### src/design/aabb_pkg.sv
`timescale 1ns / 1ps
`default_nettype none

package aabb_pkg;

	localparam int MAX_OBJECTS  = 8;
	localparam int IDX_W        = $clog2(MAX_OBJECTS);
	localparam int CNT_W        = $clog2(MAX_OBJECTS + 1);
	localparam int AXES         = 3;
	localparam int RESULT_LIMIT = 28;
	localparam int RES_W        = $clog2(RESULT_LIMIT + 1);

	// command codes
	localparam logic [2:0] CMD_REGISTER   = 3'd0;
	localparam logic [2:0] CMD_SET_BOX    = 3'd1;
	localparam logic [2:0] CMD_SET_POSE   = 3'd2;
	localparam logic [2:0] CMD_UNREGISTER = 3'd3;
	localparam logic [2:0] CMD_CLEAR      = 3'd4;
	localparam logic [2:0] CMD_DETECT     = 3'd5;

	// result status codes
	localparam logic [2:0] ST_OK       = 3'd0;
	localparam logic [2:0] ST_PAIR     = 3'd1;
	localparam logic [2:0] ST_NO_PAIRS = 3'd2;
	localparam logic [2:0] ST_NOT_FOUND = 3'd3;
	localparam logic [2:0] ST_FULL     = 3'd4;

	localparam logic [1:0] AXIS_LAST = 2'd2;

	typedef struct packed {
		logic [2:0]         command;
		logic [15:0]        object_id;
		logic [1:0]         axis;
		logic signed [31:0] local_min;
		logic signed [31:0] local_max;
		logic signed [31:0] position;
		logic signed [15:0] scale;
		logic               enabled;
	} in_item_t;

	typedef struct packed {
		logic [2:0]  status;
		logic [15:0] first_object;
		logic [15:0] second_object;
		logic        last;
	} out_item_t;

	typedef enum logic [2:0] {
		OP_NONE,
		OP_LOAD,
		OP_EXEC,
		OP_XF,
		OP_LDI,
		OP_PUSH,
		OP_FIN
	} dp_op_t;

	typedef struct packed {
		dp_op_t           op;
		logic [IDX_W-1:0] ent;
		logic [1:0]       axis;
		logic [1:0]       phase;
	} dp_cmd_t;

	typedef struct packed {
		logic [2:0]             command;
		logic [CNT_W-1:0]       count;
		logic [MAX_OBJECTS-1:0] en;
		logic                   out_busy;
		logic                   pend_valid;
		logic                   hit;
	} dp_sts_t;

	// floor shift of a Q24.24 product down to Q16.16, saturated to 32 bits
	function automatic logic signed [31:0] sat_prod(input logic signed [47:0] p);
		logic signed [47:0] s;
		s = p >>> 8;
		if (s[47:31] == {17{1'b0}} || s[47:31] == {17{1'b1}})
			return s[31:0];
		else if (s[47])
			return 32'sh8000_0000;
		else
			return 32'sh7fff_ffff;
	endfunction

	// saturated 32-bit signed add
	function automatic logic signed [31:0] sat_add(input logic signed [31:0] a,
			input logic signed [31:0] b);
		logic signed [32:0] s;
		s = 33'(a) + 33'(b);
		if (s[32] == s[31])
			return s[31:0];
		else if (s[32])
			return 32'sh8000_0000;
		else
			return 32'sh7fff_ffff;
	endfunction

endpackage

`default_nettype wire

### src/design/aabb_ctrl.sv
`timescale 1ns / 1ps
`default_nettype none

module aabb_ctrl (
	input  wire logic           clk,
	input  wire logic           arst_n,
	input  wire logic           in_valid,
	output logic                in_ready,
	input  wire aabb_pkg::dp_sts_t sts,
	output aabb_pkg::dp_cmd_t   cmd
);
	import aabb_pkg::*;

	typedef enum logic [2:0] {S_IDLE, S_EXEC, S_XF, S_LDI, S_TEST, S_FIN} state_t;

	state_t           state_q;
	logic [CNT_W-1:0] i_q;
	logic [CNT_W-1:0] j_q;
	logic [1:0]       ka_q;
	logic [1:0]       ph_q;
	logic [RES_W-1:0] cnt_q;

	logic en_i;
	logic en_j;
	logic j_in;
	logic i_has_j;
	logic blocked;

	always_comb begin
		en_i    = sts.en[i_q[IDX_W-1:0]];
		en_j    = sts.en[j_q[IDX_W-1:0]];
		j_in    = (j_q < sts.count);
		i_has_j = ((i_q + CNT_W'(1)) < sts.count);
		blocked = sts.pend_valid && sts.out_busy;
	end

	// datapath command for this cycle
	always_comb begin
		cmd.op    = OP_NONE;
		cmd.ent   = i_q[IDX_W-1:0];
		cmd.axis  = ka_q;
		cmd.phase = ph_q;
		unique case (state_q)
			S_IDLE: if (in_valid) cmd.op = OP_LOAD;
			S_EXEC: if (sts.command <= CMD_CLEAR && !sts.out_busy) cmd.op = OP_EXEC;
			S_XF:   cmd.op = OP_XF;
			S_LDI:  if (i_has_j && en_i) cmd.op = OP_LDI;
			S_TEST: begin
				cmd.ent = j_q[IDX_W-1:0];
				if (j_in && en_j && sts.hit && !blocked) cmd.op = OP_PUSH;
			end
			S_FIN:  if (!sts.out_busy) cmd.op = OP_FIN;
			default: ;
		endcase
	end

	assign in_ready = (state_q == S_IDLE);

	// sequencer
	always_ff @(posedge clk or negedge arst_n) begin
		if (!arst_n) begin
			state_q <= S_IDLE;
			i_q     <= '0;
			j_q     <= '0;
			ka_q    <= '0;
			ph_q    <= '0;
			cnt_q   <= '0;
		end else begin
			unique case (state_q)
				S_IDLE: if (in_valid) state_q <= S_EXEC;
				S_EXEC: begin
					if (sts.command == CMD_DETECT) begin
						cnt_q <= '0;
						i_q   <= '0;
						ka_q  <= '0;
						ph_q  <= '0;
						state_q <= (sts.count == '0) ? S_FIN : S_XF;
					end else if (sts.command > CMD_DETECT) begin
						state_q <= S_IDLE;
					end else if (!sts.out_busy) begin
						state_q <= S_IDLE;
					end
				end
				S_XF: begin
					ph_q <= ph_q + 2'd1;
					if (ph_q == 2'd3) begin
						if (ka_q == AXIS_LAST) begin
							ka_q <= '0;
							if (!i_has_j) begin
								i_q     <= '0;
								state_q <= S_LDI;
							end else begin
								i_q <= i_q + CNT_W'(1);
							end
						end else begin
							ka_q <= ka_q + 2'd1;
						end
					end
				end
				S_LDI: begin
					if (!i_has_j) begin
						state_q <= S_FIN;
					end else if (en_i) begin
						j_q     <= i_q + CNT_W'(1);
						state_q <= S_TEST;
					end else begin
						i_q <= i_q + CNT_W'(1);
					end
				end
				S_TEST: begin
					if (!j_in) begin
						i_q     <= i_q + CNT_W'(1);
						state_q <= S_LDI;
					end else if (!en_j || !sts.hit) begin
						j_q <= j_q + CNT_W'(1);
					end else if (!blocked) begin
						cnt_q <= cnt_q + RES_W'(1);
						if (cnt_q == RES_W'(RESULT_LIMIT - 1))
							state_q <= S_FIN;
						else
							j_q <= j_q + CNT_W'(1);
					end
				end
				S_FIN: if (!sts.out_busy) state_q <= S_IDLE;
				default: state_q <= S_IDLE;
			endcase
		end
	end

endmodule

`default_nettype wire
### config.mk
export PLATFORM = sky130hd
export DESIGN_NAME = aabb_ctrl
export DESIGN_NICKNAME = d
export VERILOG_FILES = /design/src/design/aabb_pkg.sv /design/src/design/aabb_ctrl.sv
export SDC_FILE = /design/constraint.sdc
export NUM_CORES = 1
export LEC_CHECK = 0
export BUFFER_PORTS_ARGS = -buffer_cell sky130_fd_sc_hd__buf_4
export CAP_MARGIN = 40
export CORE_MARGIN = 1
export CORE_UTILIZATION = 30
export CTS_CLUSTER_SIZE = 25
export DETAILED_ROUTE_END_ITERATION = 10
export PLACE_DENSITY = 0.51
export SYNTH_ARGS = -nofsm -noshare
export SYNTH_HDL_FRONTEND = slang
export SYNTH_SLANG_ARGS = --single-unit
### constraint.sdc
create_clock -name clk -period 3.8 [get_ports clk]
set_input_delay 0.38 -clock clk [delete_from_list [all_inputs] [get_ports clk]]
set_output_delay 0.38 -clock clk [all_outputs]
set_load 0.03 [all_outputs]
== Word level (Yosys, flattened, before mapping) ==
Cells that the tools add are included.
Word-level totals
  register bits after elaboration: 20
  output and inout bits: 11
  logic and storage cells: 118
Cells by class
  reduce and logical (&&, ||, !) cells: 23
  add/sub/neg operators: 5
  eq/ne operators: 27
  $lt $le $gt $ge: 6
  multiplexer cells: 51
Operator list (count)
  2-to-1 mux 3 bit: 18
  2-to-1 mux 4 bit: 13
  one-hot mux 3 bit (6 select lines): 2
  inequality test 2 bit, second input constant: 12
  2-to-1 mux 5 bit: 4
  inequality test 3 bit, second input constant: 6
  one-hot mux 4 bit (4 select lines): 1
  one-hot mux 5 bit (2 select lines): 1
  == test 3 bit, second input constant: 3
  adder 4 x 1 -> 4 bit, second input constant: 2
  less-than comparator 3 x 4 -> 1 bit, second input constant: 2
  less-than comparator 4 bit: 2
  2-to-1 mux 2 bit: 4
  one-hot mux 2 bit (2 select lines): 2
  one-hot mux 4 bit (2 select lines): 1
  AND reduction 8 bit: 1
  AND reduction 7 bit: 1
  binary-select mux 1 bit (select 3 bit): 2
  == test 3 x 2 -> 1 bit, second input constant: 2
  logical AND 1 bit: 6
  AND reduction 6 bit: 1
  nonzero test 2 bit: 3
  adder 5 x 1 -> 5 bit, second input constant: 1
  == test 5 bit, second input constant: 1
  14 further kinds: 21

== Depth between registers and ports, before layout ==
  word-level depth: 7
  gate-level depth with buffers: 10
  depth with buffers taken out: 9

== Least setup slack after synthesis ==
Ideal clock, no wire load.
  path type: flip-flop to output port
  start point: reg i_q[1]
  end point: out cmd[9] (netlist bit)
  required time: 3.420 ns
  slack: 1.373 ns
  arrival time: 2.047 ns
  buffers on the path: 0
  cell stages (with the launch flop): 8
  cell sequence: dfrtp_1 ha_1 ha_1 a21bo_2 a211oi_1 nor4_1 o21ai_0 nand2_1
RTL lines
  from (decl): RTL line aabb_ctrl.sv:17  | logic [CNT_W-1:0] i_q;
  from (signal assigned): RTL line aabb_ctrl.sv:93  | i_q <= i_q + CNT_W'(1);
  from (signal assigned): RTL line aabb_ctrl.sv:107  | i_q <= i_q + CNT_W'(1);
  from (signal assigned): RTL line aabb_ctrl.sv:112  | i_q <= i_q + CNT_W'(1);
  to (decl): RTL line aabb_ctrl.sv:10  | output aabb_pkg::dp_cmd_t cmd

==> results.md <==
- Final Hold Fails: 0
- Setup_tns: 0 ps
- Initial Utilization: 0.315
- Detail Placement HPWL: approximately 3200 um
- Synth cell count leaders: 22 x nand2_1, 20 x dfrtp_1, 15 x inv_1
- DR vias: 1534
- RSZ-0062 raised after global routing: false
- Initial antenna violation count: 0
- GP Congestion: slightly above 0.8
- Die width: 75.7 um
- Largest net degree at the start of global routing: 21
- Routed WL: 4050 um
- Worst-Margin Slew: 669 ps
- Drc violations: 0
- CTS clock-pin slew for the worst setup and hold paths: 70 ps
- Routed length per instance: 13.8 um
- Core area: between 5000 and 6000 sq um
- Status: completed
- Detailed Route Iter0 Violations: 75
- Die height: 75.7 um
- Vias in the first global route: 1397
- Clk_lat worst skew: 260 ps
- Pins Over Slew Limit: 0
- Most used flip-flop cell after synthesis: dfrtp_1
- Maxcap violations: 0
- # diodes: 0
- Fillers: 537
- Final-stage net count: 256
- Synth area leader: dfrtp_1
- Most instantiated library cell after synthesis: nand2_1
- EDFF count, synth: 0
- First-pass GRT wire length: just under 7000 um
- IO Count: 32
- Post-Syn Area: 1630 sq um
- Final Worst Setup Slack: ~700 ps
- Cells after Synth: 197
- Ratio of cells with drive above 1 in the final layout: 0.188
- Syn_area_per_cell: 8.28 sq um
- Die area: 5730 sq um
- Synth top area cells: dfrtp_1 31%, ha_1 7.7%, nand2_1 5.1%, mux2i_1 4.9%, o21ai_0 4.3%
- Clk_skew: 3.89 ps
- Power Dens Cells: 610 nW/um^2
- Final setup viols: 0
- Fin area: 1970 sq um
- DR vias/cell: about 5.2
- Hold WC Path Type: reg -> reg
- CTS Buffer Depth: 2
- Post-route clock period utilization: 0.815
- CTS tree: done
- Total CTS buffers: 3
- Type of the worst setup path: reg -> out
- Clk sinks: 20
- Minimum clock period: between 3000 and 4000 ps
- Area Overhead vs Synth: 20.9%
- FF+latch count, synth: 20
- PortBufs: 31
- Syn Nets: 228
- Post-DRT Antenna Nets: 0
- DR pass1 iterations: 4
- Dpl cell area: 1910 sq um
- Yosys warning count: 0
- Synth top area share: 0.307
- Max_slew headroom: 0.551
- Num rows: 26
- CP endpoint kind: primary output
- Startpoint types: flip-flop
- Pleak: 0.925 nW
- Sequential area share after synthesis: 0.307
- Htree depth: 1
- Distinct cell type count after synthesis: 48
- Total grt overflow: 0
- Post-synth ARST share: 1.00
- Data arrival, critical path: 2720 ps
- Peak supply drop: 0.247 mV
- Global-route usage over all layers: 0.157
- Root buf cell: clkbuf_8
- Critical path data required time: 3420 ps
- Fmax: ~320 MHz
- Pre-CTS WS: 986 ps
- Crit Path Max Fanout: 8
[timing repair]
action	in CTS	in global routing
hold buffers	1	0
resized for setup	0	0
endpoints found under the hold margin	4	0
buffers inserted	0	0
[path summary, 6_finish.rpt]
check | startpoint | endpoint | slack (ps) | depth (start not counted)
min | i_q[3] | i_q[3] | 510 | 2
min in group asynchronous | arst_n | j_q[1] | 540 | 2
min reg2reg | i_q[3] | i_q[3] | 510 | 2
max in group asynchronous | arst_n | ph_q[1] | 3040 | 2
max | i_q[0] | cmd[9] | 700 | 9
max reg2reg | i_q[0] | i_q[0] | 1050 | 9
[kinds of logic (layout without fill, tap and decap cells)]
family / count (synthesis) / count (layout) / synth area share
muxes: 10 / 10 / 0.0767
xor gates and xnor gates: 3 / 3 / 0.0161
AOI/OAI and AO/OA: 53 / 53 / 0.223
and+or+nand+nor: 77 / 77 / 0.238
adders and majority gates: 10 / 10 / 0.0767
buffers and inverters: 24 / 51 / 0.0622
DFF: 20 / 20 / 0.307
[metal layers]
layer,share of wire,track usage,vias to the layer above
met5,0,0,-
met4,0.0057,0.0247,0
met3,0.034,0.0317,2
met2,0.47,0.250,19
met1,0.49,0.223,730
li1,-,-,783
[through the flow]
stage / hold WS, ps / instances / util / total power [mW]
2_1_floorplan: 84.4 / 197 / - / 0.862
3_3_place_gp: 285 / 289 / 0.368 / 1.05
3_5_place_dp: 288 / 289 / 0.368 / 1.04
4_1_cts: 501 / 294 / 0.381 / 1.21
5_1_grt: 541 / 294 / 0.381 / 1.32
6_report: 505 / 294 / 0.381 / 1.20
[registers in the layout, summed over array words and instances, names as in the netlist]
name	cells
cnt_q	5
i_q	4
j_q	4
state_q	3
ka_q	2
ph_q	2
[cell usage in the layout, fill, tap and decap left out, drive strengths merged, types with 4 or more instances in the layout]
cell type / n
nand2b: 8
nand3: 13
clkbuf: 4
inv: 15
o21ai: 19
a21oi: 6
buf: 31
nand2: 22
mux2i: 8
nor2: 10
ha: 10
dfrtp: 20
nor3: 8
[report_power, final]
part	leakage, nW	switching [mW]	total [mW]	internal (mW)
logic	0.635	0.355	0.629	0.274
clock network	0.0288	0.0709	0.163	0.0922
registers	0.262	0.131	0.411	0.279
total	0.925	0.558	1.20	0.645
[cell type report]
type | count | area, sq um | area share
multi-input cells | 153 | 1030 | 0.522
flip-flops and latches | 20 | 500 | 0.254
repair buffers | 32 | 243 | 0.123
well taps | 70 | 87.6 | 0.0444
inverters | 15 | 56.3 | 0.0286
clock buffers | 4 | 55.1 | 0.0279
[worst max-delay path: stages, from the launching register on]
cell      delay, ps
dfrtp_1         530
nand3_1         140
xnor2_1         330
ha_1            260
nor3_1           70
a211oi_1        590
nor4_1          100
o21ai_0         190
nand2_1          70
buf_4           180
(Power assumes the default switching activity.)
